## src/mhash_pkg.sv

```systemverilog
// Shared types and constants of the MurmurHash64A block.
package mhash_pkg;

  // Hash multiplier and shift of the mixing steps.
  localparam logic [63:0] MIX_MUL    = 64'hc6a4a7935bd1e995;
  localparam int unsigned MIX_SHIFT  = 47;
  localparam logic [63:0] SEED_RESET = 64'h0000_0000_1234_abcd;

  // Depth of the queue between front and back.
  localparam int unsigned QDEPTH = 2;
  localparam int unsigned QPTR_W = $clog2(QDEPTH);
  localparam int unsigned QCNT_W = $clog2(QDEPTH + 1);

  // Kind of a word after byte-count classification.
  typedef enum logic [1:0] {
    KIND_NONE,
    KIND_TAIL,
    KIND_FULL
  } mhash_kind_t;

  // Back-end sequencer states.
  typedef enum logic [2:0] {
    ST_IDLE,
    ST_SEED,
    ST_DISP,
    ST_K1,
    ST_K2,
    ST_HMUL,
    ST_FIN
  } mhash_state_t;

  // One classified word as it sits in the queue.
  typedef struct packed {
    logic [63:0] word;
    mhash_kind_t kind;
    logic        first;
    logic        last;
    logic [31:0] length;
  } mhash_item_t;

  // Status of the back end seen by the top level.
  typedef struct packed {
    logic pop;
    logic emit;
  } mhash_stat_t;

endpackage

```

## src/mhash_front.sv

```systemverilog
// Front end: accepts input words, masks and classifies them, tracks key boundaries.
module mhash_front (
  input  logic                  clk,
  input  logic                  rst_n,
  input  logic                  in_valid,
  output logic                  in_ready,
  input  logic [63:0]           in_key_word,
  input  logic [3:0]            in_word_bytes,
  input  logic                  in_last_word,
  input  logic [31:0]           in_key_length,
  input  logic                  q_full,
  output logic                  q_push,
  output mhash_pkg::mhash_item_t q_item
);
  import mhash_pkg::*;

  logic        inside_r;
  logic        inside_nxt;
  logic [3:0]  nbytes;
  logic [63:0] masked;

  // A word is taken whenever the queue has room.
  assign in_ready = !q_full;
  assign q_push   = in_valid && in_ready;

  // Byte counts above eight count as eight.
  assign nbytes = in_word_bytes[3] ? 4'd8 : in_word_bytes;

  // Clear the bytes beyond the count.
  always_comb begin
    for (int i = 0; i < 8; i++) begin
      masked[i*8 +: 8] = (4'(i) < nbytes) ? in_key_word[i*8 +: 8] : 8'h00;
    end
  end

  // Build the queue word.
  always_comb begin
    q_item.word   = masked;
    q_item.first  = !inside_r;
    q_item.last   = in_last_word;
    q_item.length = in_key_length;
    if (nbytes == 4'd8) begin
      q_item.kind = KIND_FULL;
    end else if (nbytes == 4'd0) begin
      q_item.kind = KIND_NONE;
    end else begin
      q_item.kind = KIND_TAIL;
    end
  end

  // A key is open from its first word until its last word.
  assign inside_nxt = q_push ? !in_last_word : inside_r;

  always_ff @(posedge clk) begin
    if (!rst_n) begin
      inside_r <= 1'b0;
    end else begin
      inside_r <= inside_nxt;
    end
  end

endmodule

```

## src/mhash_queue.sv

```systemverilog
// Short queue of classified words between the front end and the back end.
module mhash_queue (
  input  logic                  clk,
  input  logic                  rst_n,
  input  logic                  push,
  input  mhash_pkg::mhash_item_t push_item,
  input  logic                  pop,
  output mhash_pkg::mhash_item_t head_item,
  output logic                  head_valid,
  output logic                  full
);
  import mhash_pkg::*;

  mhash_item_t         mem_r [QDEPTH];
  logic [QPTR_W-1:0]   wp_r, wp_nxt;
  logic [QPTR_W-1:0]   rp_r, rp_nxt;
  logic [QCNT_W-1:0]   cnt_r, cnt_nxt;

  assign full       = (cnt_r == QCNT_W'(QDEPTH));
  assign head_valid = (cnt_r != '0);
  assign head_item  = mem_r[rp_r];

  // Pointer and count updates.
  always_comb begin
    wp_nxt  = wp_r;
    rp_nxt  = rp_r;
    cnt_nxt = cnt_r;
    if (push) begin
      wp_nxt = (wp_r == QPTR_W'(QDEPTH - 1)) ? '0 : wp_r + 1'b1;
    end
    if (pop) begin
      rp_nxt = (rp_r == QPTR_W'(QDEPTH - 1)) ? '0 : rp_r + 1'b1;
    end
    if (push && !pop) begin
      cnt_nxt = cnt_r + 1'b1;
    end else if (pop && !push) begin
      cnt_nxt = cnt_r - 1'b1;
    end
  end

  always_ff @(posedge clk) begin
    if (!rst_n) begin
      wp_r  <= '0;
      rp_r  <= '0;
      cnt_r <= '0;
    end else begin
      wp_r  <= wp_nxt;
      rp_r  <= rp_nxt;
      cnt_r <= cnt_nxt;
    end
  end

  // Storage needs no reset.
  always_ff @(posedge clk) begin
    if (push) begin
      mem_r[wp_r] <= push_item;
    end
  end

endmodule

```

## src/mhash_core.sv

```systemverilog
// Back end: sequences the mixing steps over one shared 32x32 multiplier and holds the result.
module mhash_core (
  input  logic                  clk,
  input  logic                  rst_n,
  input  logic [63:0]           seed,
  input  mhash_pkg::mhash_item_t head_item,
  input  logic                  head_valid,
  output logic                  pop,
  output mhash_pkg::mhash_stat_t stat,
  output logic                  out_valid,
  input  logic                  out_ready,
  output logic [63:0]           out_hash_value
);
  import mhash_pkg::*;

  mhash_state_t state_r, state_nxt;
  logic [1:0]   step_r, step_nxt;
  logic [63:0]  a_r, a_nxt;
  logic [63:0]  p_r, p_nxt;
  logic [31:0]  c_r, c_nxt;
  logic [63:0]  h_r, h_nxt;
  mhash_item_t  item_r, item_nxt;
  logic         out_valid_r, out_valid_nxt;
  logic [63:0]  out_hash_r, out_hash_nxt;

  logic [31:0]  mul_a, mul_b;
  logic [63:0]  prod;
  logic [63:0]  mres;
  logic         mul_done;
  logic         slot_free;
  logic         emit;
  logic [63:0]  kmix, hfold, hfin, hdisp;

  // One 32x32 multiplier; a product by the constant takes three steps:
  // low x low, high x low, low x high (the last two only to 32 bits).
  always_comb begin
    case (step_r)
      2'd0:    begin mul_a = a_r[31:0];  mul_b = MIX_MUL[31:0];  end
      2'd1:    begin mul_a = a_r[63:32]; mul_b = MIX_MUL[31:0];  end
      default: begin mul_a = a_r[31:0];  mul_b = MIX_MUL[63:32]; end
    endcase
  end

  assign prod     = mul_a * mul_b;
  assign mres     = p_r + {c_r + prod[31:0], 32'h0};
  assign mul_done = (step_r == 2'd2);

  // Helper values of the mixing recurrence.
  assign kmix  = mres ^ (mres >> MIX_SHIFT);
  assign hfold = h_r ^ mres;
  assign hfin  = mres ^ (mres >> MIX_SHIFT);
  assign hdisp = h_r ^ item_r.word;

  assign slot_free = !out_valid_r || out_ready;
  assign emit      = (state_r == ST_FIN) && mul_done && slot_free;
  assign pop       = (state_r == ST_IDLE) && head_valid;
  assign stat.pop  = pop;
  assign stat.emit = emit;

  // Next state.
  always_comb begin
    state_nxt = state_r;
    case (state_r)
      ST_IDLE: begin
        if (head_valid) begin
          state_nxt = head_item.first ? ST_SEED : ST_DISP;
        end
      end
      ST_SEED: begin
        if (mul_done) state_nxt = ST_DISP;
      end
      ST_DISP: begin
        case (item_r.kind)
          KIND_FULL: state_nxt = ST_K1;
          KIND_TAIL: state_nxt = ST_HMUL;
          default:   state_nxt = item_r.last ? ST_FIN : ST_IDLE;
        endcase
      end
      ST_K1: begin
        if (mul_done) state_nxt = ST_K2;
      end
      ST_K2: begin
        if (mul_done) state_nxt = ST_HMUL;
      end
      ST_HMUL: begin
        if (mul_done) state_nxt = item_r.last ? ST_FIN : ST_IDLE;
      end
      ST_FIN: begin
        if (emit) state_nxt = ST_IDLE;
      end
      default: state_nxt = ST_IDLE;
    endcase
  end

  // Datapath updates for each state.
  always_comb begin
    step_nxt      = step_r;
    a_nxt         = a_r;
    p_nxt         = p_r;
    c_nxt         = c_r;
    h_nxt         = h_r;
    item_nxt      = item_r;
    out_valid_nxt = out_valid_r && !out_ready;
    out_hash_nxt  = out_hash_r;

    // Partial products of the running multiplication.
    if (state_r != ST_IDLE && state_r != ST_DISP) begin
      case (step_r)
        2'd0:    begin p_nxt = prod;        step_nxt = 2'd1; end
        2'd1:    begin c_nxt = prod[31:0];  step_nxt = 2'd2; end
        default: step_nxt = 2'd2;
      endcase
    end

    case (state_r)
      ST_IDLE: begin
        step_nxt = 2'd0;
        if (head_valid) begin
          item_nxt = head_item;
          a_nxt    = {32'h0, head_item.length};
        end
      end
      ST_SEED: begin
        if (mul_done) begin
          h_nxt = seed ^ mres;
        end
      end
      ST_DISP: begin
        step_nxt = 2'd0;
        case (item_r.kind)
          KIND_FULL: a_nxt = item_r.word;
          KIND_TAIL: a_nxt = hdisp;
          default:   a_nxt = h_r ^ (h_r >> MIX_SHIFT);
        endcase
      end
      ST_K1: begin
        if (mul_done) begin
          a_nxt    = kmix;
          step_nxt = 2'd0;
        end
      end
      ST_K2: begin
        if (mul_done) begin
          a_nxt    = hfold;
          step_nxt = 2'd0;
        end
      end
      ST_HMUL: begin
        if (mul_done) begin
          h_nxt    = mres;
          a_nxt    = mres ^ (mres >> MIX_SHIFT);
          step_nxt = 2'd0;
        end
      end
      ST_FIN: begin
        if (emit) begin
          out_valid_nxt = 1'b1;
          out_hash_nxt  = hfin;
          h_nxt         = '0;
          step_nxt      = 2'd0;
        end
      end
      default: step_nxt = 2'd0;
    endcase
  end

  // Control registers.
  always_ff @(posedge clk) begin
    if (!rst_n) begin
      state_r     <= ST_IDLE;
      step_r      <= 2'd0;
      out_valid_r <= 1'b0;
      h_r         <= '0;
    end else begin
      state_r     <= state_nxt;
      step_r      <= step_nxt;
      out_valid_r <= out_valid_nxt;
      h_r         <= h_nxt;
    end
  end

  // Payload registers.
  always_ff @(posedge clk) begin
    a_r        <= a_nxt;
    p_r        <= p_nxt;
    c_r        <= c_nxt;
    item_r     <= item_nxt;
    out_hash_r <= out_hash_nxt;
  end

  assign out_valid      = out_valid_r;
  assign out_hash_value = out_hash_r;

endmodule

```

## src/murmur64a_hash.sv

```systemverilog
// MurmurHash64A engine: seed register, front end, word queue and mixing back end.
// Each 64-bit product is built on the back end's one 32x32 multiplier.
// The last word of a key may also wait for the output register to be free.
// Synchronous active-low reset clears queue, sequencer and output valid; seed is 0x1234ABCD.
module murmur64a_hash (
  input  logic        clk,
  input  logic        rst_n,
  input  logic        cfg_valid,
  output logic        cfg_ready,
  input  logic [63:0] cfg_hash_seed,
  input  logic        in_valid,
  output logic        in_ready,
  input  logic [63:0] in_key_word,
  input  logic [3:0]  in_word_bytes,
  input  logic        in_last_word,
  input  logic [31:0] in_key_length,
  output logic        out_valid,
  input  logic        out_ready,
  output logic [63:0] out_hash_value
);
  import mhash_pkg::*;

  logic [63:0] seed_r, seed_nxt;
  logic        q_push, q_full, q_pop, q_valid;
  mhash_item_t q_in, q_head;
  mhash_stat_t stat;

  // Seed register, always writable.
  assign cfg_ready = 1'b1;
  assign seed_nxt  = (cfg_valid && cfg_ready) ? cfg_hash_seed : seed_r;

  always_ff @(posedge clk) begin
    if (!rst_n) begin
      seed_r <= SEED_RESET;
    end else begin
      seed_r <= seed_nxt;
    end
  end

  mhash_front u_front (
    .clk           (clk),
    .rst_n         (rst_n),
    .in_valid      (in_valid),
    .in_ready      (in_ready),
    .in_key_word   (in_key_word),
    .in_word_bytes (in_word_bytes),
    .in_last_word  (in_last_word),
    .in_key_length (in_key_length),
    .q_full        (q_full),
    .q_push        (q_push),
    .q_item        (q_in)
  );

  mhash_queue u_queue (
    .clk        (clk),
    .rst_n      (rst_n),
    .push       (q_push),
    .push_item  (q_in),
    .pop        (q_pop),
    .head_item  (q_head),
    .head_valid (q_valid),
    .full       (q_full)
  );

  mhash_core u_core (
    .clk            (clk),
    .rst_n          (rst_n),
    .seed           (seed_r),
    .head_item      (q_head),
    .head_valid     (q_valid),
    .pop            (q_pop),
    .stat           (stat),
    .out_valid      (out_valid),
    .out_ready      (out_ready),
    .out_hash_value (out_hash_value)
  );

  // A word is only taken from the queue when one is there.
  a_pop_valid: assert property (@(posedge clk) disable iff (!rst_n)
    stat.pop |-> q_valid)
    else $error("queue popped while empty");

  // A finished hash is shown on the next cycle.
  a_emit_shows: assert property (@(posedge clk) disable iff (!rst_n)
    stat.emit |=> out_valid)
    else $error("finished hash not presented");

  // A new result appears only after the sequencer finished a key.
  a_valid_cause: assert property (@(posedge clk) disable iff (!rst_n)
    $rose(out_valid) |-> $past(stat.emit))
    else $error("result valid without a finished key");

endmodule

```

## config.mk

```make
export PLATFORM = sky130hd
export DESIGN_NAME = murmur64a_hash
export DESIGN_NICKNAME = d
export VERILOG_FILES = /design/src/mhash_pkg.sv /design/src/mhash_front.sv /design/src/mhash_queue.sv /design/src/mhash_core.sv /design/src/murmur64a_hash.sv
export SDC_FILE = /design/constraint.sdc
export NUM_CORES = 2
export LEC_CHECK = 0
export ABC_AREA = 1
export BUFFER_PORTS_ARGS = -buffer_cell sky130_fd_sc_hd__buf_2
export CORE_MARGIN = 3
export CORE_UTILIZATION = 25
export CTS_BUF_LIST = sky130_fd_sc_hd__clkbuf_4 sky130_fd_sc_hd__clkbuf_8
export CTS_CLUSTER_SIZE = 12
export DETAILED_ROUTE_END_ITERATION = 7
export PLACE_DENSITY = 0.39
export SLEW_MARGIN = 20
export SYNTH_ARGS = -nofsm -noshare
export SYNTH_HDL_FRONTEND = slang
export SYNTH_HIERARCHICAL = 1
export SYNTH_SLANG_ARGS = --single-unit
```

## constraint.sdc

```tcl
create_clock -name clk -period 10.1 [get_ports clk]
set_input_delay 0.505 -clock clk [delete_from_list [all_inputs] [get_ports clk]]
set_output_delay 0.505 -clock clk [all_outputs]
set_load 0.005 [all_outputs]
```

==> results.cfg <==
[worst_hold_path]
hp-start = rst_n
hp-class = in2reg

[clock_network]
cts_tree = yes
clockBufferDepth = 3
clkSlewWorstSetupHoldPaths_ns = 0.06
htree_levels = 3
cts_buffers = 106
clk_latency_ns = 0.77
ctsRootBufferMaster = clkbuf_8
cts_sinks = 631

[timing]
finalCritPeriodShare_pct = 96.9
finalWorstSetupSlack_ns = 0.316
post-route-min-period_ns = 9.78
slew_viol_final = 0
hold_viol = 0
worstMarginPinSlew_ns = 1.14
clock_skew_ns = 0.0360
finalSetupViolCount = 0
rsz0062_at_grt = true
relSlewSlack_pct = 23.3
max_freq_ghz = 0.102

[run]
maxCapViolCount = 0

[floorplanning]
start_util_pct = 25.2
die-area_um2 = 233000
core_area_um2 = 225000
die_y_um = 482
io_pins = 237
fp-row-count = 174
die_x_um = 482

[critical_path]
cp.buffers_inverters = 17
worstSetupPathType = reg2reg
cp_top_family = adder cells
reg2reg_setup_slack_ns = 0.32
crit_top_cell = buf_4
reg2reg_from = u_core/step_r[1]$_SDFF_PN0_
worst_path_max_delay_cell = fa_2
cp_data_required_time_ns = 10.59
startpoint_type = flip-flop
max_stage_delay_ns = 0.63
crit_arrival_ns = 10.27
cp-startpoint = u_core/step_r[1]$_SDFF_PN0_
cp_max_fo = 7
cp-end-kind = flip-flop

[route]
wire_per_inst_um = 23.0
finalWirelength_um = 233000
drc_errors = 0
drt-initial-drc-count = 3071
vias = 45100
viasPerCell = 4.46
postRouteAntennaNets = 0
drtPass1Iterations = 6

[grt]
grt_pass1_wl_um = 331000
grt_max_degree = 72
antenna_found_initial = 8
grt_pass1_vias = 46700
overflow = 0
grt_use_total_pct = 19.7

[place]
post-place-ws_ns = -0.742
port_buffers = 235
gp_congestion = 0.907
place_hpwl_um = 191000

[yosys]
netlist_instances = 6009
synth_warnings = 6
syn_area_um2 = 56700
avgSynthCellArea_um2 = 9.44

[finish]
layout-drive-gt1-share_pct = 24.2
area_delta_synth_final_pct = 26.6
nets = 8305

[run_status]
outcome = finished, final reports clean
[stage by stage]
stage / utilization (%) / hold WS (ns) / instance area, µm² / setup TNS, ns / cells
after floorplan: - / 0.443 / 56700 / 0 / 6013
after global placement: 29.3 / 0.470 / 66100 / -14.91 / 9759
after detailed placement: 29.3 / 0.473 / 66100 / -12.56 / 9759
after CTS: 30.9 / 0.000819 / 69700 / -0.0282 / 10100
after global routing: 31.9 / 0.0473 / 71800 / -0.598 / 10100
final: 31.9 / 0.0880 / 71800 / 0 / 10100
[layout make-up]
| type | count | area [µm²] |
|---|---|---|
| timing repair buffer | 1123 | 8410 |
| inverter | 1346 | 5070 |
| multi-input combinational | 3840 | 34900 |
| clock inverter | 52 | 360 |
| antenna | 4 | 10.0 |
| sequential | 631 | 17600 |
| fill | 23600 | 154000 |
| tap | 2992 | 3740 |
| clock buffer | 145 | 1800 |
[sequential cells by signal, summed over array words and instances, names as in the netlist, 2 cells and up, named ones only]
signal                 cells
seed_r                    64
u_core/a_r                64
u_core/c_r                32
u_core/h_r                64
u_core/item_r             67
u_core/out_hash_value     64
u_core/p_r                64
u_core/state_r             3
u_core/step_r              2
u_queue/cnt_r              2
u_queue/mem_r            200
[repair_timing]
item,4_1_cts,5_1_grt
gates cloned,1,4
resized for setup,96,366
hold buffers,97,0
endpoints found under the setup margin,55,87
pin swaps,33,117
setup buffers,11,61
hold endpoints to repair,148,0
[per-layer routing]
metal | wire length (µm) | part of all wire (%) | GRT usage, % | vias up
met1 | 106000 | 45 | 27.1 | 22600
met2 | 112000 | 48 | 33.2 | 1134
met5 | 11 | 0.0047 | 0 | -
met4 | 6540 | 2.8 | 5.29 | 2
met3 | 9120 | 3.9 | 1.65 | 225
li1 | - | - | - | 21200
[cell usage in the layout, fill, tap and decap left out, types with 63 or more instances in the layout]
cell           instances
buf_2                233
buf_4                757
ha_1                 433
fa_1                 586
nand3_1              231
o21ai_0              217
o211ai_1              63
nor2_1               403
xnor2_1               66
mux2_4               100
xor2_1                86
nand2_1              796
dlygate4sd3_1         97
clkbuf_8             114
dfxtp_1              137
inv_1               1291
a21oi_1              174
edfxtp_1             491
[path summary, 6_finish.rpt]
check | end | depth (start not counted)
max | u_core/a_r[61]$_DFFE_PP_ | 52
max reg2reg | u_core/a_r[61]$_DFFE_PP_ | 52
min reg2reg | seed_r[21]$_SDFFE_PN1P_ | 2
min | seed_r[7]$_SDFFE_PN1P_ | 2
[worst reg2reg max path: cells and delay by family (launching register included)]
family,cells,cell delay [ns]
adder cells (fa/ha/maj),11,4.36
AND/OR/NAND/NOR,16,1.94
buffers and inverters,17,1.73
AO/OA/AOI/OAI,6,0.84
flip-flops,1,0.33
XOR/XNOR,2,0.30
Power is not shown: default switching activity piles up to over one toggle a cycle in this logic, so the estimate is an artifact.
